`config.mk`:
```
export PLATFORM = sky130hd
export DESIGN_NAME = crc16_command_frame_builder_top
export DESIGN_NICKNAME = d
export VERILOG_FILES = /design/src/hdl/cfb_pkg.sv /design/src/hdl/cfb_front.sv /design/src/hdl/cfb_queue.sv /design/src/hdl/cfb_back.sv /design/src/hdl/crc16_command_frame_builder_top.sv
export SDC_FILE = /design/constraint.sdc
export NUM_CORES = 1
export LEC_CHECK = 0
export ABC_CLOCK_PERIOD_IN_PS = 5300
export BUFFER_PORTS_ARGS = -buffer_cell sky130_fd_sc_hd__clkbuf_2
export CAP_MARGIN = 40
export CORE_UTILIZATION = 33
export DETAILED_ROUTE_END_ITERATION = 16
export GPL_TIMING_DRIVEN = 0
export PLACE_DENSITY = 0.57
export RECOVER_POWER = 100
export SLEW_MARGIN = 20
export SYNTH_ARGS = -nofsm -noshare
export SYNTH_HDL_FRONTEND = slang
export SYNTH_SLANG_ARGS = --single-unit
export TNS_END_PERCENT = 50
```
`constraint.sdc`:
```
create_clock -name i_clk -period 5.3 [get_ports i_clk]
set_input_delay 1.59 -clock i_clk [delete_from_list [all_inputs] [get_ports i_clk]]
set_output_delay 1.59 -clock i_clk [all_outputs]
set_load 0.03 [all_outputs]
```
`src/hdl/cfb_pkg.sv`:
```
// ----------------------------------------------------------------------------
// cfb_pkg
// Shared types, register indexes and the CRC-16/MODBUS byte update for the
// command frame builder.
// ----------------------------------------------------------------------------
package cfb_pkg;

    localparam int QueueDepth = 4;
    localparam int CfgIdxW    = 3;
    localparam logic [15:0] CrcInit = 16'hFFFF;
    localparam logic [15:0] CrcPoly = 16'hA001;

    localparam logic [7:0] RstHead   = 8'hCC;
    localparam logic [7:0] RstAddr   = 8'h01;
    localparam logic [7:0] RstFixLen = 8'h0A;
    localparam logic [7:0] RstCmd    = 8'h80;
    localparam logic [7:0] RstRetLen = 8'h06;
    localparam logic [7:0] RstTail   = 8'hDD;

    typedef enum logic [CfgIdxW-1:0] {
        CFG_FRAME_HEAD    = 3'd0,
        CFG_DEST_ADDRESS  = 3'd1,
        CFG_FIXED_LENGTH  = 3'd2,
        CFG_COMMAND_CODE  = 3'd3,
        CFG_RETURN_LENGTH = 3'd4,
        CFG_FRAME_TAIL    = 3'd5
    } t_cfg_idx;

    typedef struct packed {
        logic [7:0] channel;
        logic [7:0] baud_code;
        logic [7:0] payload_len;
        logic [7:0] data_byte;
    } t_in_req;

    typedef struct packed {
        logic [7:0] out_byte;
        logic       frame_end;
    } t_out_req;

    typedef struct packed {
        logic       has_header;
        logic       has_data;
        logic       has_trailer;
        logic [7:0] channel;
        logic [7:0] baud_code;
        logic [7:0] payload_len;
        logic [7:0] data_byte;
    } t_entry;

    typedef struct packed {
        logic full;
        logic empty;
    } t_q_status;

    typedef enum logic [3:0] {
        ST_START,
        ST_HEAD,
        ST_ADDR,
        ST_LEN,
        ST_CMD,
        ST_RET,
        ST_CHAN,
        ST_BAUD,
        ST_DATA,
        ST_CRCL,
        ST_CRCH,
        ST_TAIL
    } t_step;

    function automatic logic [15:0] crc16_feed(input logic [15:0] crc, input logic [7:0] b);
        logic [15:0] c;
        c = crc ^ {8'h00, b};
        for (int k = 0; k < 8; k++) begin
            if (c[0]) begin
                c = (c >> 1) ^ CrcPoly;
            end else begin
                c = c >> 1;
            end
        end
        return c;
    endfunction

endpackage

```
`src/hdl/cfb_front.sv`:
```
// ----------------------------------------------------------------------------
// cfb_front
// Accepts input requests, tracks frame position and classifies each request
// into header, payload and trailer work for the back end.
// ----------------------------------------------------------------------------
module cfb_front (
    input  logic               i_clk,
    input  logic               i_rst_n,
    input  logic               i_valid,
    output logic               o_stall,
    input  cfb_pkg::t_in_req   i_req,
    input  cfb_pkg::t_q_status i_q_status,
    output logic               o_push,
    output cfb_pkg::t_entry    o_entry
);

    logic       r_in_frame, n_in_frame;
    logic [7:0] r_bytes_left, n_bytes_left;

    assign o_stall = i_q_status.full;
    assign o_push  = i_valid && !i_q_status.full;

    always_comb begin
        o_entry.channel     = i_req.channel;
        o_entry.baud_code   = i_req.baud_code;
        o_entry.payload_len = i_req.payload_len;
        o_entry.data_byte   = i_req.data_byte;
        if (!r_in_frame) begin
            o_entry.has_header  = 1'b1;
            o_entry.has_data    = (i_req.payload_len != 8'd0);
            o_entry.has_trailer = (i_req.payload_len <= 8'd1);
            n_in_frame          = (i_req.payload_len > 8'd1);
            n_bytes_left        = i_req.payload_len - 8'd1;
        end else begin
            o_entry.has_header  = 1'b0;
            o_entry.has_data    = 1'b1;
            o_entry.has_trailer = (r_bytes_left == 8'd1);
            n_in_frame          = (r_bytes_left != 8'd1);
            n_bytes_left        = r_bytes_left - 8'd1;
        end
    end

    always_ff @(posedge i_clk) begin
        if (!i_rst_n) begin
            r_in_frame   <= 1'b0;
            r_bytes_left <= 8'd0;
        end else if (o_push) begin
            r_in_frame   <= n_in_frame;
            r_bytes_left <= n_in_frame ? n_bytes_left : 8'd0;
        end
    end

endmodule

```
`src/hdl/cfb_queue.sv`:
```
// ----------------------------------------------------------------------------
// cfb_queue
// Short FIFO of classified requests between front and back end.
// ----------------------------------------------------------------------------
module cfb_queue #(
    parameter int DEPTH = cfb_pkg::QueueDepth
) (
    input  logic               i_clk,
    input  logic               i_rst_n,
    input  logic               i_push,
    input  cfb_pkg::t_entry    i_entry,
    input  logic               i_pop,
    output cfb_pkg::t_entry    o_head,
    output cfb_pkg::t_q_status o_status
);

    localparam int PtrW = (DEPTH > 1) ? $clog2(DEPTH) : 1;
    localparam int CntW = $clog2(DEPTH + 1);
    localparam logic [PtrW-1:0] PtrLast = PtrW'(DEPTH - 1);
    localparam logic [CntW-1:0] CntFull = CntW'(DEPTH);

    cfb_pkg::t_entry r_mem [DEPTH];
    logic [PtrW-1:0] r_wr_ptr, r_rd_ptr;
    logic [CntW-1:0] r_count;

    assign o_head         = r_mem[r_rd_ptr];
    assign o_status.full  = (r_count == CntFull);
    assign o_status.empty = (r_count == '0);

    always_ff @(posedge i_clk) begin
        if (i_push) begin
            r_mem[r_wr_ptr] <= i_entry;
        end
    end

    always_ff @(posedge i_clk) begin
        if (!i_rst_n) begin
            r_wr_ptr <= '0;
            r_rd_ptr <= '0;
            r_count  <= '0;
        end else begin
            if (i_push) begin
                r_wr_ptr <= (r_wr_ptr == PtrLast) ? '0 : r_wr_ptr + 1'b1;
            end
            if (i_pop) begin
                r_rd_ptr <= (r_rd_ptr == PtrLast) ? '0 : r_rd_ptr + 1'b1;
            end
            if (i_push && !i_pop) begin
                r_count <= r_count + 1'b1;
            end else if (i_pop && !i_push) begin
                r_count <= r_count - 1'b1;
            end
        end
    end

endmodule

```
`src/hdl/cfb_back.sv`:
```
// ----------------------------------------------------------------------------
// cfb_back
// Byte sequencer: holds the configuration registers, walks each queued
// request through header, payload and trailer bytes, runs the CRC and drives
// the output register.
// ----------------------------------------------------------------------------
module cfb_back (
    input  logic                          i_clk,
    input  logic                          i_rst_n,
    input  logic                          i_cfg_we,
    input  logic [cfb_pkg::CfgIdxW-1:0]   i_cfg_idx,
    input  logic [7:0]                    i_cfg_data,
    input  cfb_pkg::t_entry               i_head,
    input  cfb_pkg::t_q_status            i_q_status,
    output logic                          o_pop,
    output logic                          o_valid,
    input  logic                          i_stall,
    output cfb_pkg::t_out_req             o_req
);

    logic [7:0] r_head, r_addr, r_fix_len, r_cmd, r_ret_len, r_tail;
    cfb_pkg::t_step r_step, n_step, cur_step;
    logic [15:0] r_crc, n_crc;
    logic        r_valid;
    cfb_pkg::t_out_req r_out, n_out;
    logic        load;
    logic        feed;

    assign load    = !i_q_status.empty && (!r_valid || !i_stall);
    assign o_valid = r_valid;
    assign o_req   = r_out;

    always_ff @(posedge i_clk) begin
        if (!i_rst_n) begin
            r_head    <= cfb_pkg::RstHead;
            r_addr    <= cfb_pkg::RstAddr;
            r_fix_len <= cfb_pkg::RstFixLen;
            r_cmd     <= cfb_pkg::RstCmd;
            r_ret_len <= cfb_pkg::RstRetLen;
            r_tail    <= cfb_pkg::RstTail;
        end else if (i_cfg_we) begin
            case (i_cfg_idx)
                cfb_pkg::CFG_FRAME_HEAD:    r_head    <= i_cfg_data;
                cfb_pkg::CFG_DEST_ADDRESS:  r_addr    <= i_cfg_data;
                cfb_pkg::CFG_FIXED_LENGTH:  r_fix_len <= i_cfg_data;
                cfb_pkg::CFG_COMMAND_CODE:  r_cmd     <= i_cfg_data;
                cfb_pkg::CFG_RETURN_LENGTH: r_ret_len <= i_cfg_data;
                cfb_pkg::CFG_FRAME_TAIL:    r_tail    <= i_cfg_data;
                default: ;
            endcase
        end
    end

    always_comb begin
        if (r_step == cfb_pkg::ST_START) begin
            cur_step = i_head.has_header ? cfb_pkg::ST_HEAD : cfb_pkg::ST_DATA;
        end else begin
            cur_step = r_step;
        end
        n_out.frame_end = 1'b0;
        n_out.out_byte  = 8'h00;
        n_step          = cur_step;
        o_pop           = 1'b0;
        feed            = 1'b1;
        unique case (cur_step)
            cfb_pkg::ST_HEAD: begin
                n_out.out_byte = r_head;
                n_step         = cfb_pkg::ST_ADDR;
            end
            cfb_pkg::ST_ADDR: begin
                n_out.out_byte = r_addr;
                n_step         = cfb_pkg::ST_LEN;
            end
            cfb_pkg::ST_LEN: begin
                n_out.out_byte = r_fix_len + i_head.payload_len;
                n_step         = cfb_pkg::ST_CMD;
            end
            cfb_pkg::ST_CMD: begin
                n_out.out_byte = r_cmd;
                n_step         = cfb_pkg::ST_RET;
            end
            cfb_pkg::ST_RET: begin
                n_out.out_byte = r_ret_len;
                n_step         = cfb_pkg::ST_CHAN;
            end
            cfb_pkg::ST_CHAN: begin
                n_out.out_byte = i_head.channel;
                n_step         = cfb_pkg::ST_BAUD;
            end
            cfb_pkg::ST_BAUD: begin
                n_out.out_byte = i_head.baud_code;
                n_step         = i_head.has_data ? cfb_pkg::ST_DATA : cfb_pkg::ST_CRCL;
            end
            cfb_pkg::ST_DATA: begin
                n_out.out_byte = i_head.data_byte;
                if (i_head.has_trailer) begin
                    n_step = cfb_pkg::ST_CRCL;
                end else begin
                    n_step = cfb_pkg::ST_START;
                    o_pop  = load;
                end
            end
            cfb_pkg::ST_CRCL: begin
                n_out.out_byte = r_crc[7:0];
                n_step         = cfb_pkg::ST_CRCH;
                feed           = 1'b0;
            end
            cfb_pkg::ST_CRCH: begin
                n_out.out_byte = r_crc[15:8];
                n_step         = cfb_pkg::ST_TAIL;
                feed           = 1'b0;
            end
            cfb_pkg::ST_TAIL: begin
                n_out.out_byte  = r_tail;
                n_out.frame_end = 1'b1;
                n_step          = cfb_pkg::ST_START;
                o_pop           = load;
                feed            = 1'b0;
            end
            default: begin
                n_step = cfb_pkg::ST_START;
                feed   = 1'b0;
            end
        endcase
        if (feed) begin
            n_crc = cfb_pkg::crc16_feed(
                (cur_step == cfb_pkg::ST_HEAD) ? cfb_pkg::CrcInit : r_crc, n_out.out_byte);
        end else begin
            n_crc = r_crc;
        end
    end

    always_ff @(posedge i_clk) begin
        if (!i_rst_n) begin
            r_step  <= cfb_pkg::ST_START;
            r_valid <= 1'b0;
            r_crc   <= cfb_pkg::CrcInit;
        end else begin
            if (load) begin
                r_step  <= n_step;
                r_crc   <= n_crc;
                r_valid <= 1'b1;
            end else if (!i_stall) begin
                r_valid <= 1'b0;
            end
        end
    end

    always_ff @(posedge i_clk) begin
        if (load) begin
            r_out <= n_out;
        end
    end

endmodule

```
`src/hdl/crc16_command_frame_builder_top.sv`:
```
// Requests are queued, then the back end sequencer registers each output byte.
// Throughput: one output byte per cycle while the queue is not empty and the
//   output is not stalled; a frame adds seven header, two CRC and one tail byte.
// A 4-entry queue (QDEPTH) lets requests be accepted while header bytes drain.
// Reset: synchronous, active low; clears frame state, queue and output valid, presets
//   the CRC and returns the configuration registers to their defaults.
// ----------------------------------------------------------------------------
// crc16_command_frame_builder_top
// Builds framed commands with a CRC-16/MODBUS trailer from payload requests.
// ----------------------------------------------------------------------------
module crc16_command_frame_builder_top #(
    parameter int QDEPTH = cfb_pkg::QueueDepth
) (
    input  logic                        i_clk,
    input  logic                        i_rst_n,
    input  logic                        i_valid,
    output logic                        o_stall,
    input  cfb_pkg::t_in_req            i_req,
    output logic                        o_valid,
    input  logic                        i_stall,
    output cfb_pkg::t_out_req           o_req,
    input  logic                        i_cfg_we,
    input  logic [cfb_pkg::CfgIdxW-1:0] i_cfg_idx,
    input  logic [7:0]                  i_cfg_data
);

    cfb_pkg::t_q_status q_status;
    cfb_pkg::t_entry    push_entry, head_entry;
    logic               push, pop;

    cfb_front u_front (
        .i_clk      (i_clk),
        .i_rst_n    (i_rst_n),
        .i_valid    (i_valid),
        .o_stall    (o_stall),
        .i_req      (i_req),
        .i_q_status (q_status),
        .o_push     (push),
        .o_entry    (push_entry)
    );

    cfb_queue #(
        .DEPTH (QDEPTH)
    ) u_queue (
        .i_clk    (i_clk),
        .i_rst_n  (i_rst_n),
        .i_push   (push),
        .i_entry  (push_entry),
        .i_pop    (pop),
        .o_head   (head_entry),
        .o_status (q_status)
    );

    cfb_back u_back (
        .i_clk      (i_clk),
        .i_rst_n    (i_rst_n),
        .i_cfg_we   (i_cfg_we),
        .i_cfg_idx  (i_cfg_idx),
        .i_cfg_data (i_cfg_data),
        .i_head     (head_entry),
        .i_q_status (q_status),
        .o_pop      (pop),
        .o_valid    (o_valid),
        .i_stall    (i_stall),
        .o_req      (o_req)
    );

endmodule

```
==> results.yml <==
outcome:
  status: "complete, but fails checks"
  violations: "max-capacitance violations, max-slew violations"
hold_path:
  hold_path_depth: 2
  hold_class: "reg2reg"
  holdPathEnd: "u_back.r_cmd[4]$_SDFFE_PN0P_"
  hold_start: "u_back.r_cmd[4]$_SDFFE_PN0P_"
worst_setup_path:
  crit_path_start_kind: "flop"
  critPathTopFamily: "XOR/XNOR gates"
  critPathBufInv: 2
  required_ns: 5.66
  cp_max_fo: 19
  worst-r2r-setup-slack_ns: 0.28
  r2r_cells: 15
  r2r_end: "u_back.r_crc[15]$_SDFFE_PN1P_"
  crit_chain: "clkbuf_8 -> buf_6 -> mux4_2 -> ha_1 -> fa_1 -> mux4_2 -> nand2_1 -> o21ai_0 -> a2111oi_4 -> xnor2_1 -> xnor3_1 -> xnor3_1 -> xor2_2 -> xor2_1 -> o211ai_1"
  cpPeakStageDelay_ns: 0.56
  critPathKind: "reg2reg"
  cp.depth: 15
  cp-end-kind: "flop"
  worst_path_max_delay_cell: "mux4_2"
  arrival_ns: 5.38
cells_and_area:
  diodes: 0
  final_cell_mix: "edfxtp_1, nand2_1, dfxtp_1, clkbuf_1, a21boi_0"
  drive_gt1_share_pct: 10.9
  multi_input_area_um2: 4090
  fin_nets: 1013
  final_common_cell: "edfxtp_1"
  ff_latch_area_um2: 6220
  area_growth_pct: 15.4
  fillers: 3007
global_route:
  antenna_found_initial: 1
  grt_max_degree: 27
  grt_pass1_vias: 6959
  groute.usage.overall_pct: 16.7
  grt.overflow.total: 0
  grt_pass1_wl_um: 41700
floorplanning:
  core_um2: 31500
  die-area_um2: 32700
  die_h_um: 181
  start_util_pct: 33.5
  ios: 59
  dieWidth_um: 181
  rows: 65
clocking:
  clockBufferDepth: 3
  cts_root_buffer: "clkbuf_16"
  htree_levels: 1
  clock_latency_ns: 0.54
  hold_buffers: 0
  cts_buffers: 26
  cts_tree: "yes"
  clk_pin_slew_ns: 0.06
  clock-sinks: 236
  postCtsSetupRepairBufs: 0
synth:
  ys_seq_area_share_pct: 59.0
  synth.net_count: 924
  synth_fa_ha_area_share_pct: 2.40
  synth_compound_area_share_pct: 9.58
  yosysTopAreaCell: "edfxtp_1"
  synthTopCellsByArea: "edfxtp_1, dfxtp_1, mux4_2"
  synth_cell_types: 61
  synth_top_area_share_pct: 42.4
  synth-seq-cells: 236
  syn_inst: 857
  ys.flop_type: "edfxtp_1"
  ys_warn_count: 0
  synth-xor-area-share_pct: 4.15
  synthMuxAreaShare_pct: 9.86
  synth_area_um2: 10500
  yosys.area_share.simple_pct: 12.7
  synth_edf_count: 149
  synthArstFlopShare_pct: 0
  synth_top_family_by_area: "simple AND/OR/NAND/NOR gates"
  synth_area_per_cell_um2: 12.3
placement:
  gp_congestion: 0.893
  io_buffers: 57
  dp_hpwl_um: 19300
run:
  maxCapViolCount: 1
pwr:
  power.density_nw_per_um2: 508
  p_clk_share_pct: 29.0
  p_switching_uw: 2070
  switching_share_pct: 33.5
  peakVddDrop_uv: 199
  total_power_uw: 6180
  power_frac_comb_pct: 33.2
  internal_power_uw: 4110
  leakage_uw: 0.00409
  power_frac_seq_pct: 37.9
detailed_routing:
  wire_per_inst_um: 19.8
  drt_iter0_drc: 446
  drc: 0
  routed-via-count: 7077
  viasPerCell: 5.17
  ant_nets: 0
  wirelength_um: 27100
  dr.pass1.iters: 10
timing:
  fin_crit_ns: 5.02
  skew_ns: 0.0220
  hold_viol: 0
  finalSetupViolations: 0
  slew_headroom_pct: -13.9
  slew_viol_final: 27
  tightest_slew_ns: 1.71
  setup_tns_ns: 0
  finalCritPeriodShare_pct: 94.7
  rsz0062_at_grt: "no"
  fmax_ghz: 0.199
[power by group through the flow]
stage	clock network [µW]	registers [µW]	logic, µW
6_report	1790	2340	2050
3_3_place_gp	0	2380	2060
3_5_place_dp	0	2370	2100
4_1_cts	1830	2340	2120
5_1_grt	1900	2370	2220
2_1_floorplan	0	2420	1470
[worst reg2reg max path, cell delays in order (launching register included)]
cell,delay [ns]
dfxtp_1,0.32
clkbuf_8,0.28
buf_6,0.36
mux4_2,0.58
ha_1,0.25
fa_1,0.47
mux4_2,0.46
nand2_1,0.08
o21ai_0,0.15
a2111oi_4,0.55
xnor2_1,0.24
xnor3_1,0.37
xnor3_1,0.30
xor2_2,0.21
xor2_1,0.16
o211ai_1,0.09
[layout make-up]
type                    instances  share of cell area [%]
clock buffers                  35                    5.96
flip-flops and latches        236                    51.1
plain buffers                  36                    1.33
well taps                     402                    4.14
repair buffers                 66                    2.18
multi-input cells             560                    33.6
clock inverters                13                    1.05
inverters                      20                   0.617
[how the worst max path moves through the flow]
stage,startpoint,to
after floorplan,flop,u_back.r_crc[15]$_SDFFE_PN1P_
after global placement,flop,u_back.r_crc[15]$_SDFFE_PN1P_
after detailed placement,flop,u_back.r_crc[15]$_SDFFE_PN1P_
after CTS,flop,u_back.r_crc[15]$_SDFFE_PN1P_
after global routing,flop,u_back.r_crc[15]$_SDFFE_PN1P_
final,flop,u_back.r_crc[15]$_SDFFE_PN1P_
[state kept, by name, summed over array words and instances (netlist names), named ones only]
register / flops
u_queue.r_mem: 140
u_back.r_crc: 16
u_back.o_req: 9
u_back.r_addr: 8
u_back.r_cmd: 8
u_back.r_fix_len: 8
u_back.r_head: 8
u_back.r_ret_len: 8
u_back.r_tail: 8
u_front.r_bytes_left: 8
u_back.r_step: 4
u_queue.r_count: 3
u_queue.r_rd_ptr: 2
u_queue.r_wr_ptr: 2
u_back.o_valid: 1
u_front.r_in_frame: 1
[cells in the mapped netlist, types with 6 or more instances]
| cell | n |
|---|---|
| nor2_1 | 39 |
| o211ai_1 | 13 |
| nor3_1 | 18 |
| nor2b_1 | 25 |
| edfxtp_1 | 149 |
| o22ai_1 | 8 |
| nand2_1 | 144 |
| dfxtp_1 | 87 |
| mux4_2 | 36 |
| buf_2 | 8 |
| xor2_1 | 16 |
| o21ai_0 | 22 |
| nand3b_1 | 6 |
| nand2b_1 | 7 |
| clkbuf_1 | 23 |
| mux2i_1 | 15 |
| xnor2_1 | 25 |
| mux2_2 | 7 |
| buf_1 | 9 |
| nand3_1 | 29 |
| inv_1 | 19 |
| a21boi_0 | 40 |
| a21oi_1 | 20 |
| ha_1 | 17 |
[cells by family after synthesis]
kind of cell / count (synthesis)
adder cells (fa/ha/maj): 19
flip-flops: 236
buffers and inverters: 61
XOR/XNOR: 45
AND/OR/NAND/NOR: 292
AO/OA/AOI/OAI: 146
multiplexers: 58
[layer usage]
layer	part of all wire (%)	vias to the layer above	GRT usage, %
met3	6.1	49	2.68
met2	45	239	26.5
met1	45	3461	22.9
met4	3.4	0	6.29
met5	0	-	0
li1	-	3328	-
[timing repair]
item,in CTS,in global routing
cloned,0,0
setup endpoints to repair,10,2
gates resized for setup,7,1
[stage by stage]
step	setup slack, ns	instances	utilization, %	area, µm²	hold WS [ns]
final	0.281	1368	38.6	12200	0.464
after global routing	0.0659	1368	38.6	12200	0.486
after CTS	0.0418	1370	39.2	12300	0.467
after detailed placement	-1.15	1325	36.5	11500	0.458
after global placement	-1.54	1316	36.0	11300	0.451
after floorplan	0.130	857	-	10500	0.435
No activity file was read; power rests on OpenSTA's default activity.
